File: config.mk
export PLATFORM = sky130hd
export DESIGN_NAME = order_book_snapshot_engine
export DESIGN_NICKNAME = d
export VERILOG_FILES = /design/src/hw/rtl/obse_pkg.sv /design/src/hw/rtl/obse_front.sv /design/src/hw/rtl/obse_fifo.sv /design/src/hw/rtl/obse_back.sv /design/src/hw/rtl/order_book_snapshot_engine.sv
export SDC_FILE = /design/constraint.sdc
export NUM_CORES = 2
export LEC_CHECK = 0
export BUFFER_PORTS_ARGS = -buffer_cell sky130_fd_sc_hd__buf_2
export CAP_MARGIN = 20
export CORE_UTILIZATION = 45
export DETAILED_ROUTE_END_ITERATION = 6
export PLACE_DENSITY_LB_ADDON = 0.2
export SLEW_MARGIN = 20
export SYNTH_ARGS = -nofsm -noshare
export SYNTH_HDL_FRONTEND = slang
export SYNTH_HIERARCHICAL = 1
export SYNTH_SLANG_ARGS = --single-unit
File: constraint.sdc
create_clock -name clk_i -period 11.9 [get_ports clk_i]
set_input_delay 0.595 -clock clk_i [delete_from_list [all_inputs] [get_ports clk_i]]
set_output_delay 0.595 -clock clk_i [all_outputs]
set_load 0.1 [all_outputs]
File: src/hw/rtl/obse_pkg.sv
package obse_pkg;

  localparam logic [1:0] UPD_ADD    = 2'd0;
  localparam logic [1:0] UPD_MODIFY = 2'd1;
  localparam logic [1:0] UPD_CANCEL = 2'd2;
  localparam logic [1:0] UPD_OTHER  = 2'd3;

  localparam logic [2:0] MSG_START  = 3'd0;
  localparam logic [2:0] MSG_CLEAR  = 3'd1;
  localparam logic [2:0] MSG_ORDER  = 3'd2;
  localparam logic [2:0] MSG_END    = 3'd3;
  localparam logic [2:0] MSG_STATUS = 3'd4;

  localparam logic [2:0] ST_OK       = 3'd0;
  localparam logic [2:0] ST_DUP_ADD  = 3'd1;
  localparam logic [2:0] ST_UNKNOWN  = 3'd2;
  localparam logic [2:0] ST_MISMATCH = 3'd3;
  localparam logic [2:0] ST_SEQ_GAP  = 3'd4;

  // One queued command, already classified by the front end.
  typedef struct packed {
    logic               publish;
    logic               in_range;
    logic [31:0]        seq;
    logic [1:0]         utype;
    logic [1:0]         ticker;
    logic [2:0]         slot;
    logic               side;
    logic signed [31:0] price;
    logic [31:0]        qty;
    logic [31:0]        prio;
  } cmd_t;

  typedef struct packed {
    logic               side;
    logic signed [31:0] price;
    logic [31:0]        qty;
    logic [31:0]        prio;
  } entry_t;

  typedef struct packed {
    logic [5:0]         snap_seq;
    logic [2:0]         msg_type;
    logic [1:0]         ticker;
    logic [31:0]        order_id;
    logic               side;
    logic signed [31:0] price;
    logic [31:0]        qty;
    logic [31:0]        prio;
    logic [2:0]         status;
    logic               last;
  } msg_t;

endpackage

File: src/hw/rtl/obse_front.sv
module obse_front import obse_pkg::*; #(
  parameter int TICKERS           = 4,
  parameter int ORDERS_PER_TICKER = 8
) (
  input  logic               clk_i,
  input  logic               rst_ni,
  input  logic               in_valid_i,
  output logic               in_ready_o,
  input  logic               kind_i,
  input  logic [31:0]        seq_num_i,
  input  logic [1:0]         update_type_i,
  input  logic [1:0]         ticker_i,
  input  logic [2:0]         order_index_i,
  input  logic               side_i,
  input  logic signed [31:0] price_i,
  input  logic [31:0]        quantity_i,
  input  logic [31:0]        priority_req_i,
  output logic               push_o,
  output cmd_t               cmd_o,
  input  logic               q_full_i
);

  logic vld_q, vld_d;
  cmd_t cmd_q, cmd_d;
  logic take;

  assign push_o     = vld_q && !q_full_i;
  assign in_ready_o = !vld_q || push_o;
  assign take       = in_valid_i && in_ready_o;
  assign vld_d      = take || (vld_q && !push_o);
  assign cmd_o      = cmd_q;

  always_comb begin
    cmd_d         = cmd_q;
    if (take) begin
      cmd_d.publish  = kind_i;
      cmd_d.in_range = (32'(ticker_i) < 32'(TICKERS)) &&
                       (32'(order_index_i) < 32'(ORDERS_PER_TICKER));
      cmd_d.seq     = seq_num_i;
      cmd_d.utype   = update_type_i;
      cmd_d.ticker  = ticker_i;
      cmd_d.slot    = order_index_i;
      cmd_d.side    = side_i;
      cmd_d.price   = price_i;
      cmd_d.qty     = quantity_i;
      cmd_d.prio    = priority_req_i;
    end
  end

  always_ff @(posedge clk_i or negedge rst_ni) begin
    if (!rst_ni) begin
      vld_q <= 1'b0;
    end else begin
      vld_q <= vld_d;
    end
  end

  always_ff @(posedge clk_i) begin
    cmd_q <= cmd_d;
  end

endmodule

File: src/hw/rtl/obse_fifo.sv
module obse_fifo import obse_pkg::*; (
  input  logic clk_i,
  input  logic rst_ni,
  input  logic push_i,
  input  cmd_t cmd_i,
  output logic full_o,
  input  logic pop_i,
  output logic valid_o,
  output cmd_t head_o
);

  cmd_t       buf_q [2];
  logic       wr_ptr_q, wr_ptr_d;
  logic       rd_ptr_q, rd_ptr_d;
  logic [1:0] cnt_q, cnt_d;
  logic       do_push, do_pop;

  assign full_o  = (cnt_q == 2'd2);
  assign valid_o = (cnt_q != 2'd0);
  assign head_o  = buf_q[rd_ptr_q];
  assign do_push = push_i && !full_o;
  assign do_pop  = pop_i && valid_o;

  always_comb begin
    wr_ptr_d = do_push ? !wr_ptr_q : wr_ptr_q;
    rd_ptr_d = do_pop ? !rd_ptr_q : rd_ptr_q;
    cnt_d    = cnt_q + 2'(do_push) - 2'(do_pop);
  end

  always_ff @(posedge clk_i or negedge rst_ni) begin
    if (!rst_ni) begin
      wr_ptr_q <= 1'b0;
      rd_ptr_q <= 1'b0;
      cnt_q    <= 2'd0;
    end else begin
      wr_ptr_q <= wr_ptr_d;
      rd_ptr_q <= rd_ptr_d;
      cnt_q    <= cnt_d;
    end
  end

  always_ff @(posedge clk_i) begin
    if (do_push) begin
      buf_q[wr_ptr_q] <= cmd_i;
    end
  end

endmodule

File: src/hw/rtl/obse_back.sv
module obse_back import obse_pkg::*; #(
  parameter int TICKERS           = 4,
  parameter int ORDERS_PER_TICKER = 8
) (
  input  logic clk_i,
  input  logic rst_ni,
  input  logic cmd_valid_i,
  input  cmd_t cmd_i,
  output logic pop_o,
  output logic out_valid_o,
  input  logic out_ready_i,
  output msg_t msg_o
);

  localparam int SLOTS = TICKERS * ORDERS_PER_TICKER;
  localparam int IW    = (SLOTS > 1) ? $clog2(SLOTS) : 1;
  localparam int TW    = (TICKERS > 1) ? $clog2(TICKERS) : 1;
  localparam int SW    = (ORDERS_PER_TICKER > 1) ? $clog2(ORDERS_PER_TICKER) : 1;

  localparam logic [2:0] S_IDLE  = 3'd0;
  localparam logic [2:0] S_UPD   = 3'd1;
  localparam logic [2:0] S_START = 3'd2;
  localparam logic [2:0] S_CLEAR = 3'd3;
  localparam logic [2:0] S_RD    = 3'd4;
  localparam logic [2:0] S_ORD   = 3'd5;
  localparam logic [2:0] S_END   = 3'd6;

  logic [2:0]       state_q, state_d;
  cmd_t             cmd_q, cmd_d;
  logic [IW-1:0]    upd_idx_q, upd_idx_d;
  logic [IW-1:0]    pidx_q, pidx_d;
  logic [TW-1:0]    t_q, t_d;
  logic [SW-1:0]    s_q, s_d;
  logic [5:0]       n_q, n_d;
  logic [31:0]      last_seq_q, last_seq_d;
  logic [SLOTS-1:0] valid_q, valid_d;
  logic             out_valid_q, out_valid_d;
  msg_t             out_q, out_d;

  entry_t           mem_q [SLOTS];
  entry_t           rdata_q;
  entry_t           wdata;
  logic             we;
  logic [IW-1:0]    rd_addr;
  logic [IW-1:0]    head_idx;

  logic             out_free;
  logic             load;
  logic [2:0]       status;
  logic             entry_live;

  assign out_free    = !out_valid_q || out_ready_i;
  assign out_valid_o = out_valid_q;
  assign msg_o       = out_q;

  assign head_idx = cmd_i.in_range ?
                    IW'(IW'(cmd_i.ticker) * IW'(ORDERS_PER_TICKER) + IW'(cmd_i.slot)) :
                    '0;

  always_comb begin
    unique case (state_q)
      S_IDLE:  rd_addr = head_idx;
      S_UPD:   rd_addr = upd_idx_q;
      default: rd_addr = pidx_q;
    endcase
  end

  // Table check for an update; a table fault outranks a sequence gap.
  always_comb begin
    entry_live = cmd_q.in_range && valid_q[upd_idx_q];
    status     = ST_OK;
    if (cmd_q.utype != UPD_OTHER) begin
      priority if (!cmd_q.in_range) begin
        status = ST_UNKNOWN;
      end else if (cmd_q.utype == UPD_ADD) begin
        if (entry_live) begin
          status = ST_DUP_ADD;
        end
      end else if (!entry_live) begin
        status = ST_UNKNOWN;
      end else if (rdata_q.side != cmd_q.side) begin
        status = ST_MISMATCH;
      end
    end
    if (status == ST_OK && cmd_q.seq != last_seq_q + 32'd1) begin
      status = ST_SEQ_GAP;
    end
  end

  always_comb begin
    state_d    = state_q;
    cmd_d      = cmd_q;
    upd_idx_d  = upd_idx_q;
    pidx_d     = pidx_q;
    t_d        = t_q;
    s_d        = s_q;
    n_d        = n_q;
    last_seq_d = last_seq_q;
    valid_d    = valid_q;
    pop_o      = 1'b0;
    load       = 1'b0;
    out_d      = '0;
    we         = 1'b0;
    wdata      = rdata_q;

    unique case (state_q)
      S_IDLE: begin
        if (cmd_valid_i) begin
          pop_o     = 1'b1;
          cmd_d     = cmd_i;
          upd_idx_d = head_idx;
          pidx_d    = '0;
          t_d       = '0;
          s_d       = '0;
          n_d       = '0;
          state_d   = cmd_i.publish ? S_START : S_UPD;
        end
      end
      S_UPD: begin
        if (out_free) begin
          load         = 1'b1;
          out_d.msg_type = MSG_STATUS;
          out_d.status = status;
          out_d.last   = 1'b1;
          last_seq_d   = cmd_q.seq;
          if (status == ST_OK) begin
            unique case (cmd_q.utype)
              UPD_ADD: begin
                we                 = 1'b1;
                wdata.side         = cmd_q.side;
                wdata.price        = cmd_q.price;
                wdata.qty          = cmd_q.qty;
                wdata.prio         = cmd_q.prio;
                valid_d[upd_idx_q] = 1'b1;
              end
              UPD_MODIFY: begin
                we          = 1'b1;
                wdata.price = cmd_q.price;
                wdata.qty   = cmd_q.qty;
              end
              UPD_CANCEL: valid_d[upd_idx_q] = 1'b0;
              default: ;
            endcase
          end
          state_d = S_IDLE;
        end
      end
      S_START: begin
        if (out_free) begin
          load           = 1'b1;
          out_d.snap_seq = n_q;
          out_d.msg_type = MSG_START;
          out_d.order_id = last_seq_q;
          n_d            = n_q + 6'd1;
          state_d        = S_CLEAR;
        end
      end
      S_CLEAR: begin
        if (out_free) begin
          load           = 1'b1;
          out_d.snap_seq = n_q;
          out_d.msg_type = MSG_CLEAR;
          out_d.ticker   = 2'(t_q);
          n_d            = n_q + 6'd1;
          state_d        = S_RD;
        end
      end
      S_RD, S_ORD: begin
        if (state_q == S_RD && valid_q[pidx_q]) begin
          // Slot is live: its stored fields arrive from the table next cycle.
          state_d = S_ORD;
        end else if (state_q == S_RD || out_free) begin
          if (state_q == S_ORD) begin
            load           = 1'b1;
            out_d.snap_seq = n_q;
            out_d.msg_type = MSG_ORDER;
            out_d.ticker   = 2'(t_q);
            out_d.order_id = 32'(s_q);
            out_d.side     = rdata_q.side;
            out_d.price    = rdata_q.price;
            out_d.qty      = rdata_q.qty;
            out_d.prio     = rdata_q.prio;
            n_d            = n_q + 6'd1;
          end
          pidx_d = pidx_q + IW'(1);
          if (s_q == SW'(ORDERS_PER_TICKER - 1)) begin
            s_d = '0;
            if (t_q == TW'(TICKERS - 1)) begin
              state_d = S_END;
            end else begin
              t_d     = t_q + TW'(1);
              state_d = S_CLEAR;
            end
          end else begin
            s_d     = s_q + SW'(1);
            state_d = S_RD;
          end
        end
      end
      S_END: begin
        if (out_free) begin
          load           = 1'b1;
          out_d.snap_seq = n_q;
          out_d.msg_type = MSG_END;
          out_d.order_id = last_seq_q;
          out_d.last     = 1'b1;
          state_d        = S_IDLE;
        end
      end
      default: state_d = S_IDLE;
    endcase
  end

  assign out_valid_d = load || (out_valid_q && !out_ready_i);

  always_ff @(posedge clk_i or negedge rst_ni) begin
    if (!rst_ni) begin
      state_q     <= S_IDLE;
      last_seq_q  <= '0;
      valid_q     <= '0;
      out_valid_q <= 1'b0;
      pidx_q      <= '0;
      t_q         <= '0;
      s_q         <= '0;
      n_q         <= '0;
    end else begin
      state_q     <= state_d;
      last_seq_q  <= last_seq_d;
      valid_q     <= valid_d;
      out_valid_q <= out_valid_d;
      pidx_q      <= pidx_d;
      t_q         <= t_d;
      s_q         <= s_d;
      n_q         <= n_d;
    end
  end

  always_ff @(posedge clk_i) begin
    cmd_q     <= cmd_d;
    upd_idx_q <= upd_idx_d;
    if (load) begin
      out_q <= out_d;
    end
  end

  always_ff @(posedge clk_i) begin
    if (we) begin
      mem_q[upd_idx_q] <= wdata;
    end
    rdata_q <= mem_q[rd_addr];
  end

endmodule

File: src/hw/rtl/order_book_snapshot_engine.sv
// Order book snapshot engine. Market updates (add, modify, cancel) maintain a table of
// TICKERS x ORDERS_PER_TICKER live orders and each returns one status transaction; a
// publish request returns a start marker, a clear marker per ticker followed by that
// ticker's live orders in slot order, and an end marker with last set. Items pass an
// input register and a two-entry queue, so the input keeps accepting, until both are full,
// while the back end works or the output is stalled. The back end handles one item at a
// time: an update pops the queue with a table read, then checks and writes back once the
// output is free; a publish walks the single-port order table one slot per cycle, with an
// extra step per live order to present its stored fields, and waits whenever a message
// meets a stalled output. The order table needs no clearing pass after reset.
module order_book_snapshot_engine import obse_pkg::*; #(
  parameter int TICKERS           = 4,
  parameter int ORDERS_PER_TICKER = 8
) (
  input  logic               clk_i,
  input  logic               rst_ni,
  input  logic               in_valid_i,
  output logic               in_ready_o,
  input  logic               kind_i,
  input  logic [31:0]        seq_num_i,
  input  logic [1:0]         update_type_i,
  input  logic [1:0]         ticker_i,
  input  logic [2:0]         order_index_i,
  input  logic               side_i,
  input  logic signed [31:0] price_i,
  input  logic [31:0]        quantity_i,
  input  logic [31:0]        priority_req_i,
  output logic               out_valid_o,
  input  logic               out_ready_i,
  output logic [5:0]         snapshot_seq_o,
  output logic [2:0]         msg_type_o,
  output logic [1:0]         out_ticker_o,
  output logic [31:0]        out_order_id_o,
  output logic               out_side_o,
  output logic signed [31:0] out_price_o,
  output logic [31:0]        out_quantity_o,
  output logic [31:0]        out_priority_o,
  output logic [2:0]         status_o,
  output logic               last_o
);

  logic push, q_full, q_valid, pop;
  cmd_t front_cmd, head_cmd;
  msg_t msg;

  obse_front #(
    .TICKERS          (TICKERS),
    .ORDERS_PER_TICKER(ORDERS_PER_TICKER)
  ) u_front (
    .clk_i         (clk_i),
    .rst_ni        (rst_ni),
    .in_valid_i    (in_valid_i),
    .in_ready_o    (in_ready_o),
    .kind_i        (kind_i),
    .seq_num_i     (seq_num_i),
    .update_type_i (update_type_i),
    .ticker_i      (ticker_i),
    .order_index_i (order_index_i),
    .side_i        (side_i),
    .price_i       (price_i),
    .quantity_i    (quantity_i),
    .priority_req_i(priority_req_i),
    .push_o        (push),
    .cmd_o         (front_cmd),
    .q_full_i      (q_full)
  );

  obse_fifo u_fifo (
    .clk_i  (clk_i),
    .rst_ni (rst_ni),
    .push_i (push),
    .cmd_i  (front_cmd),
    .full_o (q_full),
    .pop_i  (pop),
    .valid_o(q_valid),
    .head_o (head_cmd)
  );

  obse_back #(
    .TICKERS          (TICKERS),
    .ORDERS_PER_TICKER(ORDERS_PER_TICKER)
  ) u_back (
    .clk_i      (clk_i),
    .rst_ni     (rst_ni),
    .cmd_valid_i(q_valid),
    .cmd_i      (head_cmd),
    .pop_o      (pop),
    .out_valid_o(out_valid_o),
    .out_ready_i(out_ready_i),
    .msg_o      (msg)
  );

  assign snapshot_seq_o = msg.snap_seq;
  assign msg_type_o     = msg.msg_type;
  assign out_ticker_o   = msg.ticker;
  assign out_order_id_o = msg.order_id;
  assign out_side_o     = msg.side;
  assign out_price_o    = msg.price;
  assign out_quantity_o = msg.qty;
  assign out_priority_o = msg.prio;
  assign status_o       = msg.status;
  assign last_o         = msg.last;

endmodule

# Word level (Yosys, flattened, before mapping)

Memory sizes are Yosys's and may differ from the RTL's. A register that Yosys moved wholly into a read port is not among the register bits.
Index checks and enable logic that the tools add are counted.

Flip-flop bits (word level): 507
Latch bits: 0
RAM bits: 3378
ROM bits: 0
Bits of input ports: 141
Output and inout bits: 146
Logic and storage cells: 209
Memories: 2

Add/subtract/negate cells: 8
$mul: 0
Div/mod/pow operators: 0
Order comparisons: 3
Equal/unequal tests: 25
Shift-type cells: 0
Muxes and demuxes: 82
Bitwise operators: 6
Reductions and logical operators: 44

Memories:

| name         | depth | width | rd ports | clocked after memory_dff | write ports | RTL line        | RTL |
|---|---|---|---|---|---|---|---|
| u_back.mem_q | 32    | 97    | 1        | 1                        | 1           | obse_back.sv:40 | `entry_t mem_q [SLOTS];` |
| u_fifo.buf_q | 2     | 137   | 1        | 0                        | 1           | obse_fifo.sv:12 | `cmd_t buf_q [2];` |

Operators by type and width:

| operator                | count |
|---|---|
| $mux W140               | 3 |
| $mux W97                | 3 |
| $pmux W32 S2            | 2 |
| $mux W32                | 2 |
| $mux W64                | 1 |
| $mux W3                 | 18 |
| $add A32 B1 Y32 const B | 1 |
| $and A32 B32 Y32        | 1 |
| $ne A32 B32 Y1          | 1 |
| $not A32 Y32            | 1 |
| $or A32 B32 Y32         | 1 |
| $mux W6                 | 5 |
| $pmux W3 S5             | 2 |
| $pmux W6 S4             | 1 |
| $mux W1                 | 20 |
| $mux W5                 | 4 |
| $pmux W5 S2             | 2 |
| $mux W9                 | 2 |
| $pmux W6 S3             | 1 |
| $mux W2                 | 7 |
| $ne A2 B1 Y1 const B    | 7 |
| $eq A3 B3 Y1 const B    | 4 |
| $lt A5 B6 Y1 const B    | 2 |
| $reduce_and A6 Y1       | 2 |
| 34 further kinds        | 75 |

# Logic depth before layout (Yosys ltp)

Depth after elaboration: 16
Mapped depth: 14
Depth with buffers taken out: 9

# Cells and area by module

Netlist, hierarchy kept.

Modules (own cells, without submodules):

| module     | times used | cells each | area an instance (um^2) | seq. area each (um^2) |
|---|---|---|---|---|
| obse_back  | 1          | 6436       | 137147.8                | 105691.4 |
| obse_fifo  | 1          | 447        | 10191.0                 | 8388.0 |
| obse_front | 1          | 144        | 4175.3                  | 4139.0 |

# Worst setup path after synthesis

Ideal clock, no wire load.

Path type: reg-to-reg
Start: register u_back.state_q[0]
End: register u_fifo.cnt_q[1]
Library setup time: 80 ps
Data arrival time: 12466 ps
Setup slack: -646 ps
Stages on the path, launching flop included: 12
Buffers on the path: 3
Period minus slack after synthesis: 12546 ps
Cells stage by stage: dfrtp_1 > clkbuf_1 > clkbuf_1 > buf_1 > nand2b_1 > nor3_1 > and2_1 > ha_1 > inv_1 > ha_1 > xnor2_1 > xnor2_1

Longest elaborated chain between the ends: 4

RTL lines:

| element                  | RTL line                         | RTL |
|---|---|---|
| start: declaration       | obse_back.sv:28                  | `logic [2:0] state_q, state_d;` |
| start signal: assignment | obse_back.sv:227                 | `state_q <= state_d;` |
| $logic_not A3 Y1         | obse_back.sv:106                 | `unique case (state_q)` |
| $mux W1                  | obse_back.sv:106                 |  |
| via pop                  | order_book_snapshot_engine.sv:42 | `logic push, q_full, q_valid, pop;` |
| $logic_and A1 B1 Y1      | obse_fifo.sv:22                  | `assign do_pop = pop_i && valid_o;` |
| via u_fifo.do_pop        | obse_fifo.sv:16                  | `logic do_push, do_pop;` |
| $sub A2 B1 Y2            | obse_fifo.sv:27                  | `cnt_d = cnt_q + 2'(do_push) - 2'(do_pop);` |
| via u_fifo.cnt_d[1]      | obse_fifo.sv:15                  | `logic [1:0] cnt_q, cnt_d;` |
| end signal: assignment   | obse_fifo.sv:38                  | `cnt_q <= cnt_d;` |
| end: declaration         | obse_fifo.sv:15                  |  |

The timed path passes the listed nets, and every way through them passes these cells.
A chain may end at the register's enable or synchronous reset.

# Worst setup path in the final report

Start: register u_back.last_seq_q[0]
End: memory u_back/mem_q[25][69] in the netlist's numbering, enable pin

Longest elaborated chain between the ends: 10

RTL lines:

| element                       | RTL line         | RTL |
|---|---|---|
| start: declaration            | obse_back.sv:35  | `logic [31:0] last_seq_q, last_seq_d;` |
| start signal: assignment      | obse_back.sv:228 | `last_seq_q <= last_seq_d;` |
| $add A32 B1 Y32               | obse_back.sv:85  | `if (status == ST_OK && cmd_q.seq != last_seq_q + 32'd1) begin` |
| $ne A32 B32 Y1                | obse_back.sv:85  |  |
| $logic_and A1 B1 Y1           | obse_back.sv:85  |  |
| $mux W3                       | obse_back.sv:85  |  |
| $logic_not A3 Y1              | obse_back.sv:126 | `if (status == ST_OK) begin` |
| $mux W1                       | obse_back.sv:126 |  |
| $mux W1                       | obse_back.sv:120 | `if (out_free) begin` |
| $mux W1                       | obse_back.sv:106 |  |
| $mux W1                       | obse_back.sv:247 | `if (we) begin` |
| $mux W1 (implied by the code) | obse_back.sv:248 | `mem_q[upd_idx_q] <= wdata;` |
| end: declaration              | obse_back.sv:40  |  |

Every way passes these cells.

==> impl_metrics.csv <==
group,metric,value,unit
detailed_routing,ant_nets,0,
logic_synthesis,synth-edff-count,3798,
clock_network,cts_tree,"done",
global_route,antenna_found_initial,8,
floorplan,die_w,582,µm
final_layout,final_util,0.520,
place,place_inst,11470,
power,p_sw_frac,0.327,
place,dpl.hpwl,176000,µm
clock_network,tritoncts.num_buffers,412,
final_layout,multi_input_area,32000,µm²
logic_synthesis,yosysSeqAreaShare,0.780,
clock_network,clk_pin_slew,0.06,ns
global_route,grt_pass1_wl,535000,µm
floorplan,core,334000,µm²
clock_network,cts_max_path_buffers,4,
logic_synthesis,synth.yosys.warnings,6,
detailed_routing,remaining_drc_errors,0,
critical_path,worstRegToRegCells,10,
floorplan,die_y,582,µm
floorplan,initial_core_util,0.453,
place,port_buffers,286,
power,p_total,48.0,mW
final_layout,final_cell_count_no_fill,12386,
sta,max_freq,0.167,GHz
logic_synthesis,async_flop_share,0.0223,
critical_path,critPathLaunchType,"flop",
clock_network,clockRootBuffer,"clkbuf_16",
logic_synthesis,yosysUniqueCellTypes,71,
clock_network,insertion_delay,0.96,ns
logic_synthesis,ys_ff_latch,3984,
critical_path,cpMostUsedCell,"buf_4",
floorplan,pin_count,287,
sta,slew-limit-headroom,0.192,
global_route,grt_max_degree,148,
global_route,grtUsageTotal,0.221,
detailed_routing,drt-total-wl,377000,µm
power,power.share.clock,0.267,
final_layout,finalNetCount,7787,
power,internal_power,32.3,mW
floorplan,dieArea,339000,µm²
clock_network,cts.sinks,3984,
critical_path,crit_slowest_cell,"or4_2",
run_status,status,"complete, no violations",
critical_path,crit_end,"u_back/mem_q[25][69]$_DFFE_PP_",
logic_synthesis,syn_inst,7027,
logic_synthesis,ys.flop_type,"edfxtp_1",
place,place_congestion,0.817,
critical_path,timing.rr.end,"u_back/mem_q[25][69]$_DFFE_PP_",
critical_path,cp_max_fo,33,
critical_path,worstSetupEndpointType,"flop",
job,cap_viol_max_count,0,
power,power_switching,15.7,mW
logic_synthesis,syn-num-nets,7176,
logic_synthesis,syn-cell-area,152000,µm²
sta,min_period,6.00,ns
final_layout,drive_gt1_frac,0.286,
sta,worstMarginPinSlew,1.21,ns
critical_path,rr_startpoint,"u_back/last_seq_q[0]$_DFFE_PN0P_",
sta,finalSetupViolCount,0,
critical_path,cp.arrival,6.55,ns
critical_path,slowest_delay,1.08,ns
place,dpl_cell_area,159000,µm²
final_layout,fin_area,174000,µm²
power,combPwrFrac,0.336,
final_layout,seqCellArea,118000,µm²
sta,skew,0.0349,ns
power,p_seq_frac,0.397,
logic_synthesis,synth.avg_cell_area,21.6,µm²
power,vdd_drop_max,0.320,mV
critical_path,startpoint,"u_back/last_seq_q[0]$_DFFE_PN0P_",
sta,fin_crit_sh,0.504,
detailed_routing,vias_per_cell,5.82,
global_route,grt_pass1_vias,73644,
clock_network,cts_setup_buffers,0,
critical_path,crit_required,12.46,ns
power,leakage,55.9,nW
final_layout,fillers,26058,
sta,slew_violations,0,
detailed_routing,via_count,72030,
final_layout,syn_to_final_growth,14.6,%
detailed_routing,drtIter0Drc,7791,
detailed_routing,first_pass_iters,5,
critical_path,setup.worst_path.class,"flop to flop",
floorplan,std_cell_rows,212,
sta,rsz0062_at_grt,"no",
detailed_routing,routedWlPerCell,30.4,µm
critical_path,r2r_slack,5.90,ns
power,pwr_density_cell,276,nW/µm²
sta,hold_viol,0,
min_path,hp-class,"input pin to flop",
sta,setup-tns-final,0,ns
clock_network,htree_levels,5,
critical_path,crit_chain,"ha_1, nand4_1, nor3_1, nand3_1, mux2i_1, or3b_1, or4_2, nor4_2, buf_4, buf_4",
global_route,gr-total-overflow,0,
==> kinds of logic after synthesis <==
kind of cell | Yosys count | share of synthesized area
other | 1 | 0.0000248
xor gates and xnor gates | 47 | 0.00281
and+or+nand+nor | 756 | 0.0246
adders and majority gates | 8 | 0.000661
DFF | 3984 | 0.780
muxes | 1456 | 0.166
AOI/OAI and AO/OA | 381 | 0.0152
buffers and inverters | 394 | 0.0109
==> power groups by stage <==
stage	clock, mW	sequential [mW]	combinational [mW]
after CTS	13.1	19.1	16.4
after global placement	0	19.3	16.1
after detailed placement	0	19.3	16.3
after global routing	13.6	19.2	17.4
final	12.8	19.0	16.1
after floorplan	0	20.5	11.0
==> worst min-delay path by stage <==
| stage | start | end | slack [ns] | cells past startpoint |
|---|---|---|---|---|
| floorplan | rst_ni | asynchronous set/reset pin | 0.30 | 0 |
| global placement | u_front/cmd_o[7]$_DFFE_PP_ | u_fifo/buf_q[1][7]$_DFFE_PP_ | 0.42 | 0 |
| detailed placement | u_front/cmd_o[134]$_DFFE_PP_ | u_fifo/buf_q[1][134]$_DFFE_PP_ | 0.43 | 0 |
| CTS | out_ready_i | u_back/msg_o[0]$_SDFFCE_PP0P_ | 0.05 | 3 |
| global route | out_ready_i | u_back/msg_o[0]$_SDFFCE_PP0P_ | 0.13 | 3 |
| finish | out_ready_i | u_back/msg_o[0]$_SDFFCE_PP0P_ | 0.13 | 3 |
==> per-layer routing <==
metal,GRT usage,part of all wire,vias up
met5,0,0.000034,-
met4,0.0514,0.021,2
met3,0.0342,0.066,478
met2,0.366,0.49,2510
met1,0.309,0.42,38807
li1,-,-,30233
==> layout by cell type, fill, tap and decap left out, types with 19 or more instances in the layout <==
| cell type | n |
|---|---|
| mux2i_1 | 201 |
| o21ai_0 | 118 |
| xnor2_1 | 27 |
| nand2_1 | 235 |
| clkbuf_16 | 420 |
| dfrtp_1 | 88 |
| nor3_1 | 48 |
| and2_1 | 138 |
| edfxtp_1 | 3798 |
| xor2_1 | 19 |
| clkbuf_1 | 105 |
| nand3_1 | 60 |
| nor4_2 | 32 |
| clkbuf_8 | 29 |
| mux2_1 | 60 |
| nor2_1 | 146 |
| clkinv_1 | 67 |
| o211ai_1 | 103 |
| mux2_2 | 401 |
| clkinv_2 | 78 |
| buf_2 | 285 |
| buf_4 | 112 |
| a21oi_1 | 112 |
| dlygate4sd3_1 | 140 |
| buf_12 | 39 |
| mux4_2 | 794 |
| dfxtp_1 | 97 |
| bufinv_16 | 39 |
==> worst max-delay path, delay by kind of cell, from the launching register on <==
kind                     cells  cell delay, ns
adder cells (fa/ha/maj)      1            0.28
buffers and inverters        2            1.51
flip-flops                   1            0.45
multiplexers                 1            0.25
AND/OR/NAND/NOR              6            2.94
==> state kept, by name, summed over array words and instances, names as in the netlist, named ones only <==
signal	flops
u_back/t_q	2
u_back/s_q	3
u_fifo/cnt_q	2
u_back/out_valid_o	1
u_back/upd_idx_q	5
u_back/msg_o	144
u_back/cmd_q	132
u_back/n_q	6
u_back/mem_q	3104
u_front/cmd_o	137
u_front/vld_q	1
u_fifo/buf_q	276
u_fifo/wr_ptr_q	1
u_back/pidx_q	5
u_fifo/rd_ptr_q	1
u_back/rdata_q	97
u_back/state_q	3
u_back/last_seq_q	32
==> timing repair <==
| item | CTS | global route |
|---|---|---|
| hold buffers | 140 | 0 |
| gates resized for setup | 0 | 0 |
| hold endpoints to repair | 154 | 0 |
| endpoints found under the setup margin | 0 | 0 |
==> per-stage QoR <==
step	hold slack, ns	setup slack, ns
floorplan	0.299	-0.620
global placement	0.424	5.86
detailed placement	0.431	5.84
CTS	0.0507	5.80
global route	0.132	5.49
finish	0.135	5.90
==> cells in the mapped netlist, types with 7 or more instances <==
library cell  instances  area (µm²)
buf_4                 7        52.6
nand3_1              60         300
inv_1                14        52.6
dfrtp_1              89        2230
nor4_1               38         238
and3_1               10        62.6
xnor2_1              27         236
mux2_2              401        4520
ha_1                  8         100
mux2i_1             201        2010
nor3b_1               8        60.1
clkbuf_1            211         792
nand3b_1              7        52.6
mux2_1               60         676
dfxtp_1              97        1940
edfxtp_1           3798      114000
nand2b_1             10        62.6
and2_1              138         863
o21ai_0             119         596
buf_1               129         484
nor3_1               50         250
nand4_1              16         100
nand2_1             235         882
mux4_2              794       17900
a21oi_1             115         576
buf_2                15        75.1
nor2_1              147         552
buf_6                17         191
xor2_1               19         166
o211ai_1            103         773
==> layout make-up <==
cell class	instances	area share
repair buffers	577	0.0258
flip-flops and latches	3984	0.681
clock inverters	215	0.0126
well taps	4387	0.0316
multi-input cells	2649	0.184
clock buffers	554	0.0651
diodes	6	0.0000864
inverters	14	0.000303
Power figures use the tool's default switching activity.
